==> src/hdl/fpfa_pkg.sv <==
// ----------------------------------------------------------------------------
// Partition allocator package
// Item types, codes and the command bundle shared by the core and its cells.
// ----------------------------------------------------------------------------
package fpfa_pkg;

    typedef enum logic [1:0] {
        MODE_LOAD  = 2'd0,
        MODE_ALLOC = 2'd1,
        MODE_CLEAR = 2'd2
    } mode_t;

    typedef enum logic [1:0] {
        POL_FIRST = 2'd0,
        POL_BEST  = 2'd1,
        POL_WORST = 2'd2
    } fit_policy_t;

    localparam int CFG_INDEX_W = 2;
    localparam int CFG_DATA_W  = 8;

    typedef enum logic [CFG_INDEX_W-1:0] {
        REG_FIT_POLICY    = 2'd0,
        REG_BLOCKS_IN_USE = 2'd1
    } cfg_reg_t;

    typedef struct packed {
        logic [1:0]  mode;
        logic [3:0]  slot_index;
        logic [15:0] size_value;
        logic [7:0]  owner_id;
    } in_item_t;

    typedef struct packed {
        logic        granted;
        logic [4:0]  block_number;
        logic [15:0] space_left;
    } out_item_t;

    // Broadcast command from the core to every cell.
    typedef struct packed {
        logic       load;
        logic       clear;
        logic       grant;
        logic [7:0] owner;
    } cell_cmd_t;

endpackage

==> src/hdl/fpfa_cell.sv <==
// ----------------------------------------------------------------------------
// Partition cell
// Holds one partition and updates the travelling search record by one step.
// ----------------------------------------------------------------------------
module fpfa_cell import fpfa_pkg::*; #(
    parameter int CELL_IDX  = 0,
    parameter int SIZE_BITS = 16,
    parameter int IDX_W     = 4
) (
    input  logic                 aclk,
    input  logic                 aresetn,
    input  cell_cmd_t            cmd,
    input  logic                 load_hit,
    input  logic                 grant_hit,
    input  logic [SIZE_BITS-1:0] wr_size,
    input  logic [SIZE_BITS-1:0] req_size,
    input  logic [1:0]           policy,
    input  logic [4:0]           blocks_in_use,
    input  logic                 rin_valid,
    input  logic                 rin_found,
    input  logic [IDX_W-1:0]     rin_idx,
    input  logic [SIZE_BITS-1:0] rin_size,
    input  logic [SIZE_BITS-1:0] rin_left,
    output logic                 rout_valid_reg,
    output logic                 rout_found_reg,
    output logic [IDX_W-1:0]     rout_idx_reg,
    output logic [SIZE_BITS-1:0] rout_size_reg,
    output logic [SIZE_BITS-1:0] rout_left_reg
);

    logic [SIZE_BITS-1:0] size_reg;
    logic [SIZE_BITS-1:0] free_reg;
    logic [7:0]           owner_reg;
    logic                 in_scope;
    logic                 eligible;
    logic                 take;

    assign in_scope = CELL_IDX < int'(blocks_in_use);
    assign eligible = rin_valid && in_scope && (owner_reg == 8'd0) && (size_reg >= req_size);

    always_comb begin
        unique case (policy)
            POL_BEST:  take = eligible && (!rin_found || size_reg <= rin_size);
            POL_WORST: take = eligible && (!rin_found || size_reg >= rin_size);
            default:   take = eligible && !rin_found;
        endcase
    end

    always_ff @(posedge aclk) begin
        if (!aresetn) begin
            owner_reg      <= 8'd0;
            rout_valid_reg <= 1'b0;
        end else begin
            rout_valid_reg <= rin_valid;
            if (load_hit || cmd.clear) begin
                owner_reg <= 8'd0;
            end else if (grant_hit) begin
                owner_reg <= cmd.owner;
            end
        end
    end

    always_ff @(posedge aclk) begin
        if (load_hit) begin
            size_reg <= wr_size;
            free_reg <= wr_size;
        end else if (cmd.clear) begin
            free_reg <= size_reg;
        end else if (grant_hit) begin
            free_reg <= wr_size;
        end
        rout_found_reg <= rin_found || take;
        rout_idx_reg   <= take ? IDX_W'(CELL_IDX) : rin_idx;
        rout_size_reg  <= take ? size_reg : rin_size;
        rout_left_reg  <= take ? (free_reg - req_size) : rin_left;
    end

endmodule

==> src/hdl/fixed_partition_fit_allocator_core.sv <==
// ----------------------------------------------------------------------------
// Fixed-partition fit allocator core
// Partition table with first, best and worst fit allocation over a cell chain.
// ----------------------------------------------------------------------------
// The partition table lives in a row of MAX_PARTITIONS cells, one partition
// per cell. A load item writes one cell's size and frees it; a clear item
// frees every cell and restores each space left to its size; both then go
// straight to the push state. An allocate item sends a search record down
// the row through an inject register: each cell looks at the record in
// turn, one cell per clock, and replaces the current pick when its own
// partition is unowned, within blocks_in_use and large enough, following
// the fit policy. When the record leaves the last cell, the chosen cell is
// granted and the result is registered together; the push state then moves
// the result into the output register once that register is free, and the
// block returns to idle. One item is handled at a time; a new item is taken
// once the previous result has moved into the output register, even while
// that result still waits to be taken. An allocate with owner zero is
// refused at once. Configuration writes are always accepted and should
// only be made while the block is idle.
// ----------------------------------------------------------------------------
module fixed_partition_fit_allocator_core import fpfa_pkg::*; #(
    parameter int MAX_PARTITIONS = 16,
    parameter int SIZE_BITS      = 16
) (
    input  logic                   aclk,
    input  logic                   aresetn,
    input  logic                   s_valid,
    output logic                   s_ready,
    input  in_item_t               s_data,
    output logic                   m_valid,
    input  logic                   m_ready,
    output out_item_t              m_data,
    input  logic                   cfg_valid,
    output logic                   cfg_ready,
    input  logic [CFG_INDEX_W-1:0] cfg_index,
    input  logic [CFG_DATA_W-1:0]  cfg_data
);

    localparam int IDX_W = (MAX_PARTITIONS > 1) ? $clog2(MAX_PARTITIONS) : 1;

    typedef enum logic [2:0] {
        ST_IDLE = 3'b001,
        ST_SCAN = 3'b010,
        ST_PUSH = 3'b100
    } state_t;

    state_t state_reg, state_next;

    logic [1:0]           policy_reg;
    logic [4:0]           blocks_reg;
    logic [SIZE_BITS-1:0] req_reg, req_next;
    logic [7:0]           owner_reg, owner_next;
    logic                 inject_reg, inject_next;
    out_item_t            res_reg, res_next;
    out_item_t            m_data_reg, m_data_next;
    logic                 m_valid_reg, m_valid_next;

    // The search record travels along these links; index 0 feeds the first cell.
    logic                 link_valid [0:MAX_PARTITIONS];
    logic                 link_found [0:MAX_PARTITIONS];
    logic [IDX_W-1:0]     link_idx   [0:MAX_PARTITIONS];
    logic [SIZE_BITS-1:0] link_size  [0:MAX_PARTITIONS];
    logic [SIZE_BITS-1:0] link_left  [0:MAX_PARTITIONS];

    logic                 accept;
    logic                 scan_done;
    logic [SIZE_BITS-1:0] in_size;
    logic [SIZE_BITS-1:0] wr_size;
    cell_cmd_t            cmd;

    assign s_ready   = (state_reg == ST_IDLE);
    assign accept    = s_valid && s_ready;
    assign cfg_ready = 1'b1;
    assign m_valid   = m_valid_reg;
    assign m_data    = m_data_reg;
    assign in_size   = SIZE_BITS'(s_data.size_value);
    assign scan_done = (state_reg == ST_SCAN) && link_valid[MAX_PARTITIONS];

    // A load writes the incoming size; a grant writes the space left found in the scan.
    assign wr_size = (state_reg == ST_IDLE) ? in_size : link_left[MAX_PARTITIONS];

    always_comb begin
        cmd.load  = accept && (s_data.mode == MODE_LOAD);
        cmd.clear = accept && (s_data.mode == MODE_CLEAR);
        cmd.grant = scan_done && link_found[MAX_PARTITIONS];
        cmd.owner = owner_reg;
    end

    assign link_valid[0] = inject_reg;
    assign link_found[0] = 1'b0;
    assign link_idx[0]   = '0;
    assign link_size[0]  = '0;
    assign link_left[0]  = '0;

    for (genvar k = 0; k < MAX_PARTITIONS; k++) begin : g_cell
        logic load_hit;
        logic grant_hit;

        assign load_hit  = cmd.load && (int'(s_data.slot_index) == k);
        assign grant_hit = cmd.grant && (int'(link_idx[MAX_PARTITIONS]) == k);

        fpfa_cell #(
            .CELL_IDX  (k),
            .SIZE_BITS (SIZE_BITS),
            .IDX_W     (IDX_W)
        ) u_cell (
            .aclk           (aclk),
            .aresetn        (aresetn),
            .cmd            (cmd),
            .load_hit       (load_hit),
            .grant_hit      (grant_hit),
            .wr_size        (wr_size),
            .req_size       (req_reg),
            .policy         (policy_reg),
            .blocks_in_use  (blocks_reg),
            .rin_valid      (link_valid[k]),
            .rin_found      (link_found[k]),
            .rin_idx        (link_idx[k]),
            .rin_size       (link_size[k]),
            .rin_left       (link_left[k]),
            .rout_valid_reg (link_valid[k+1]),
            .rout_found_reg (link_found[k+1]),
            .rout_idx_reg   (link_idx[k+1]),
            .rout_size_reg  (link_size[k+1]),
            .rout_left_reg  (link_left[k+1])
        );
    end

    // Control sequencing and the output register.
    always_comb begin
        state_next   = state_reg;
        req_next     = req_reg;
        owner_next   = owner_reg;
        inject_next  = 1'b0;
        res_next     = res_reg;
        m_data_next  = m_data_reg;
        m_valid_next = m_valid_reg;

        if (m_valid_reg && m_ready) begin
            m_valid_next = 1'b0;
        end

        unique case (state_reg)
            ST_IDLE: begin
                if (accept) begin
                    res_next = '0;
                    if ((s_data.mode == MODE_ALLOC) && (s_data.owner_id != 8'd0)) begin
                        req_next    = in_size;
                        owner_next  = s_data.owner_id;
                        inject_next = 1'b1;
                        state_next  = ST_SCAN;
                    end else begin
                        state_next = ST_PUSH;
                    end
                end
            end
            ST_SCAN: begin
                if (scan_done) begin
                    res_next = '0;
                    if (link_found[MAX_PARTITIONS]) begin
                        res_next.granted      = 1'b1;
                        res_next.block_number =
                            5'({1'b0, link_idx[MAX_PARTITIONS]} + (IDX_W+1)'(1));
                        res_next.space_left   = 16'(link_left[MAX_PARTITIONS]);
                    end
                    state_next = ST_PUSH;
                end
            end
            ST_PUSH: begin
                if (!m_valid_reg || m_ready) begin
                    m_data_next  = res_reg;
                    m_valid_next = 1'b1;
                    state_next   = ST_IDLE;
                end
            end
            default: begin
                state_next = ST_IDLE;
            end
        endcase
    end

    always_ff @(posedge aclk) begin
        if (!aresetn) begin
            state_reg   <= ST_IDLE;
            inject_reg  <= 1'b0;
            m_valid_reg <= 1'b0;
            policy_reg  <= POL_FIRST;
            blocks_reg  <= 5'd0;
        end else begin
            state_reg   <= state_next;
            inject_reg  <= inject_next;
            m_valid_reg <= m_valid_next;
            if (cfg_valid && cfg_ready) begin
                if (cfg_index == REG_FIT_POLICY) begin
                    policy_reg <= cfg_data[1:0];
                end else if (cfg_index == REG_BLOCKS_IN_USE) begin
                    blocks_reg <= cfg_data[4:0];
                end
            end
        end
    end

    always_ff @(posedge aclk) begin
        req_reg    <= req_next;
        owner_reg  <= owner_next;
        res_reg    <= res_next;
        m_data_reg <= m_data_next;
    end

endmodule

==> config.mk <==
export PLATFORM = sky130hd
export DESIGN_NAME = fixed_partition_fit_allocator_core
export DESIGN_NICKNAME = d
export VERILOG_FILES = /design/src/hdl/fpfa_pkg.sv /design/src/hdl/fpfa_cell.sv /design/src/hdl/fixed_partition_fit_allocator_core.sv
export SDC_FILE = /design/constraint.sdc
export NUM_CORES = 2
export LEC_CHECK = 0
export BUFFER_PORTS_ARGS = -buffer_cell sky130_fd_sc_hd__buf_4
export CAP_MARGIN = 20
export CORE_ASPECT_RATIO = 1.5
export CORE_MARGIN = 1.5
export CORE_UTILIZATION = 62
export CTS_BUF_LIST = sky130_fd_sc_hd__clkbuf_8
export DETAILED_ROUTE_END_ITERATION = 8
export MAX_ROUTING_LAYER = met4
export PLACE_DENSITY = 0.88
export SLEW_MARGIN = 10
export SYNTH_ARGS = -nofsm -noshare
export SYNTH_HDL_FRONTEND = slang
export SYNTH_SLANG_ARGS = --single-unit
==> constraint.sdc <==
create_clock -name aclk -period 4.75 [get_ports aclk]
set_clock_uncertainty 0.15 [all_clocks]
set_input_delay 0.2375 -clock aclk [delete_from_list [all_inputs] [get_ports aclk]]
set_output_delay 0.2375 -clock aclk [all_outputs]
set_load 0.05 [all_outputs]
==> summary.md <==
| Metric | Value |
|---|---|
| Worst hold start | `cfg_index[0]` |
| Final Hold Fails | `0` |
| Total of warnings raised by yosys | `0` |
| Post-synthesis to final-layout area growth | `11.1%` |
| First-pass GRT wire length | `297,000 µm` |
| Routed via count divided by cell count | `6.34` |
| Worst vdd ir | `0.286 mV` |
| Critical path data required time | `between 5 and 6 ns` |
| Fraction of final layout cells with drive strength greater than 1 | `15.1%` |
| Total number of vias | `49.3k` |
| Total negative slack | `0 ns` |
| R2r startpoint | `req_reg[0]` |
| Number of distinct library cells after synthesis | `86` |
| Clock Sinks | `approximately 1.3k` |
| Leading cell types in the layout, fill and taps excluded | `sky130_fd_sc_hd__ha_1 (741), sky130_fd_sc_hd__dfxtp_1 (717), sky130_fd_sc_hd__edfxtp_1 (580), sky130_fd_sc_hd__inv_1 (459), sky130_fd_sc_hd__mux2_2 (415)` |
| Area of the mapped netlist | `66,600 µm²` |
| Minimum clock period | `about 4.2 ns` |
| LEAKAGE | `31.2 nW` |
| Post-synth top flop | `sky130_fd_sc_hd__dfxtp_1` |
| Setup repair after global routing missed its margin | `false` |
| Aggregate global routing overflow | `0` |
| Outcome | `finished clean` |
| Data arrival time of the critical path | `between 4 and 5 ns` |
| Clock transition at the register clock pins on the worst setup and hold paths after CTS | `0.07 ns` |
| Family with the most delay on the worst path | `compound AO/OA/AOI/OAI gates` |
| Chip width | `271 µm` |
| Max-Slew Margin vs Limit | `24.8%` |
| Wire length per cell | `25.9 µm` |
| Count of max-cap constraint violations | `0` |
| GRT Max-Usage Layer | `met2` |
| Starting Density | `62.3%` |
| Register area share after synthesis | `47.7%` |
| Number of antenna-violating nets in the routed design | `0` |
| Global-route track usage on met1 | `41.1%` |
| Largest driver fanout on the critical path | `15` |
| H-tree lvl count | `4` |
| Initial antenna violation count | `8` |
| Net count, final | `7,006` |
| Half-perimeter wire length after detailed placement | `141,000 µm` |
| Met3 routing resource usage after global routing | `7.35%` |
| Clock tree from TritonCTS | `yes` |
| Mean cell area of the mapped netlist | `11.3 µm²` |
| Largest stage delay on the critical path | `0.81 ns` |
| Count of placed standard cells in the final layout, fillers left out | `7,784` |
| Area inside the core boundary | `between 100,000 and 150,000 µm²` |
| DR pass1 iterations | `6` |
| Leading post-synthesis cells by cell area | `sky130_fd_sc_hd__edfxtp_1 (26%), sky130_fd_sc_hd__dfxtp_1 (22%), sky130_fd_sc_hd__ha_1 (14%)` |
| Detailed-route wire length | `~200,000 µm` |
| Pin count of the biggest net entering global routing | `109` |
| Number of synthesized flops with an enable pin | `580` |
| Maximum count of clock buffers along a single path | `3` |
| Type of destination of the critical path | `flop` |
| Post-Syn Nets | `6,709` |
| Quantity of I/O buffers inserted on ports | `65` |
| Buffering stage count on the worst path with inverters included | `2` |
| Via count of the first global-routing pass | `50.0k` |
| Met2 track demand over resource in global routing | `59.0%` |
| DIE HEIGHT | `404 µm` |
| Cells along the critical path | `buf_4 > ha_1 > nand2b_1 > a21o_1 > a21oi_1 > o21ai_0 > a221oi_1 > o21ai_0 > o211ai_4 > buf_4 > mux2_2` |
| Transition at the pin with the smallest max-transition slack | `~1.1 ns` |
| Most frequent standard cell in the layout excluding fill and tap cells | `sky130_fd_sc_hd__ha_1` |
| Final number of max-transition violations | `0` |
| Final setup violation count | `0` |
| Proportion of netlist area held by the largest area contributor | `a little over a quarter` |
| Die Footprint | `about 110,000 µm²` |
| Critical path origin | `req_reg[0]` |
| Library cell used as clock root buffer | `sky130_fd_sc_hd__clkbuf_8` |
| HP Class | `in2reg` |
| Classification of the worst setup path | `reg2reg` |
| Row Count | `about 150` |
| Total clock buffers created by CTS | `184` |
| Upper clock frequency limit | `approximately 0.24 GHz` |
| Startpoint type of the worst setup path | `flop` |
| Sequential cell area in the final layout | `31,800 µm²` |
| Final period util | `between 80 and 90%` |
| CP max-delay cell | `sky130_fd_sc_hd__edfxtp_1` |
| Clock latency at the later pin of the worst-skew pair | `0.93 ns` |
| Post-route DRC | `0` |
| Post-synthesis register bit count | `around 1.3k` |
| Post-Route Hold Slack | `0.134 ns` |
| Area occupied by multi-input gates | `32,700 µm²` |
| Synth async-reset ratio | `0%` |
| Post-synthesis cell type with the largest combined area | `sky130_fd_sc_hd__edfxtp_1` |
| Post-CTS Repair Setup Buffers | `0` |
| Total placed cells including tap cells | `7,346` |
| Number of top-level design ports | `70` |
| Gpl congestion | `0.983` |
| Post-synthesis cell count | `5,907` |
| Filler Cells Inserted | `7,282` |
| Starting DRC count in detailed routing | `4,847` |
| All-Layer GR Usage | `between 30% and 40%` |
| Power Dens Cells | `~310 nW/µm²` |
-- kinds of logic after synthesis --
group                      synth area share, %
adders and majority gates                 14.4
and+or+nand+nor                           9.49
DFF                                       47.7
other                                  0.00563
xor gates and xnor gates                  2.64
AOI/OAI and AO/OA                         12.7
muxes                                     9.65
buffers and inverters                     3.42
-- cell usage after synthesis (19+ instances only) --
| library cell | count |
|---|---|
| sky130_fd_sc_hd__ha_1 | 741 |
| sky130_fd_sc_hd__or2_2 | 19 |
| sky130_fd_sc_hd__nand2_1 | 247 |
| sky130_fd_sc_hd__mux2_2 | 415 |
| sky130_fd_sc_hd__nor2_1 | 288 |
| sky130_fd_sc_hd__mux2i_1 | 127 |
| sky130_fd_sc_hd__and2_1 | 62 |
| sky130_fd_sc_hd__nand3_1 | 125 |
| sky130_fd_sc_hd__nor3_1 | 60 |
| sky130_fd_sc_hd__xor2_1 | 62 |
| sky130_fd_sc_hd__xnor2_1 | 139 |
| sky130_fd_sc_hd__buf_2 | 55 |
| sky130_fd_sc_hd__o21a_1 | 322 |
| sky130_fd_sc_hd__and3_1 | 34 |
| sky130_fd_sc_hd__clkbuf_1 | 87 |
| sky130_fd_sc_hd__nand4_1 | 93 |
| sky130_fd_sc_hd__a21oi_1 | 346 |
| sky130_fd_sc_hd__edfxtp_1 | 580 |
| sky130_fd_sc_hd__nor2b_1 | 107 |
| sky130_fd_sc_hd__o21ai_0 | 152 |
| sky130_fd_sc_hd__dfxtp_1 | 717 |
| sky130_fd_sc_hd__mux2_4 | 27 |
| sky130_fd_sc_hd__nor4_1 | 27 |
| sky130_fd_sc_hd__a31oi_1 | 23 |
| sky130_fd_sc_hd__nand2b_1 | 106 |
| sky130_fd_sc_hd__inv_1 | 401 |
| sky130_fd_sc_hd__a211oi_1 | 38 |
| sky130_fd_sc_hd__a21o_1 | 185 |
-- routing by layer --
metal  wire length (µm)  vias to the layer above
li1                   -                    22100
met1              70500                    23700
met2              92900                     2587
met3              18600                      903
met4              19500                        0
met5                  0                        -
-- metrics by stage --
stage | power (mW) | setup WS (ns) | instance area, µm² | util [%]
finish | 23.3 | 0.543 | 74000 | 69.3
CTS | 23.2 | 0.709 | 74000 | 69.2
global route | 23.9 | 0.400 | 74000 | 69.3
global placement | 14.2 | 0.819 | 69300 | 64.8
floorplan | 13.5 | 0.671 | 66600 | -
detailed placement | 14.3 | 0.767 | 69300 | 64.9
-- final timing paths --
| check | endpoint | slack (ns) | cells after the start |
|---|---|---|---|
| max reg2reg | g_cell[11].u_cell.rout_left_reg[12] | 0.54 | 11 |
| max | g_cell[11].u_cell.rout_left_reg[12] | 0.54 | 11 |
| min | policy_reg[1] | 0.13 | 5 |
| min reg2reg | g_cell[9].u_cell.rout_idx_reg[3] | 0.27 | 1 |
-- timing repair --
item | CTS | global route
endpoints found under the hold margin | 369 | 0
gates resized for setup | 0 | 0
hold buffers | 84 | 0
-- layout make-up --
cell class                      count  area share, %
Multi-Input combinational cell   4041           44.2
Sequential cell                  1297           42.9
Clock buffer                      216           4.02
Timing Repair Buffer              279           3.33
Tap cell                         1415           2.39
Inverter                          401           2.03
Clock inverter                    130           1.13
Antenna cell                        5         0.0169
-- power by group --
group | internal, mW | switching (mW)
combinational | 0.811 | 1.43
clock | 4.66 | 4.43
sequential | 11.9 | 0.0877
total | 17.3 | 5.95
-- worst register-to-register path, cell delays in order, from the launching register on --
cell,delay (ns)
sky130_fd_sc_hd__edfxtp_1,0.81
sky130_fd_sc_hd__buf_4,0.43
sky130_fd_sc_hd__ha_1,0.29
sky130_fd_sc_hd__nand2b_1,0.14
sky130_fd_sc_hd__a21o_1,0.18
sky130_fd_sc_hd__a21oi_1,0.21
sky130_fd_sc_hd__o21ai_0,0.12
sky130_fd_sc_hd__a221oi_1,0.47
sky130_fd_sc_hd__o21ai_0,0.30
sky130_fd_sc_hd__o211ai_4,0.28
sky130_fd_sc_hd__buf_4,0.33
sky130_fd_sc_hd__mux2_2,0.37
(Power assumes the default switching activity.)
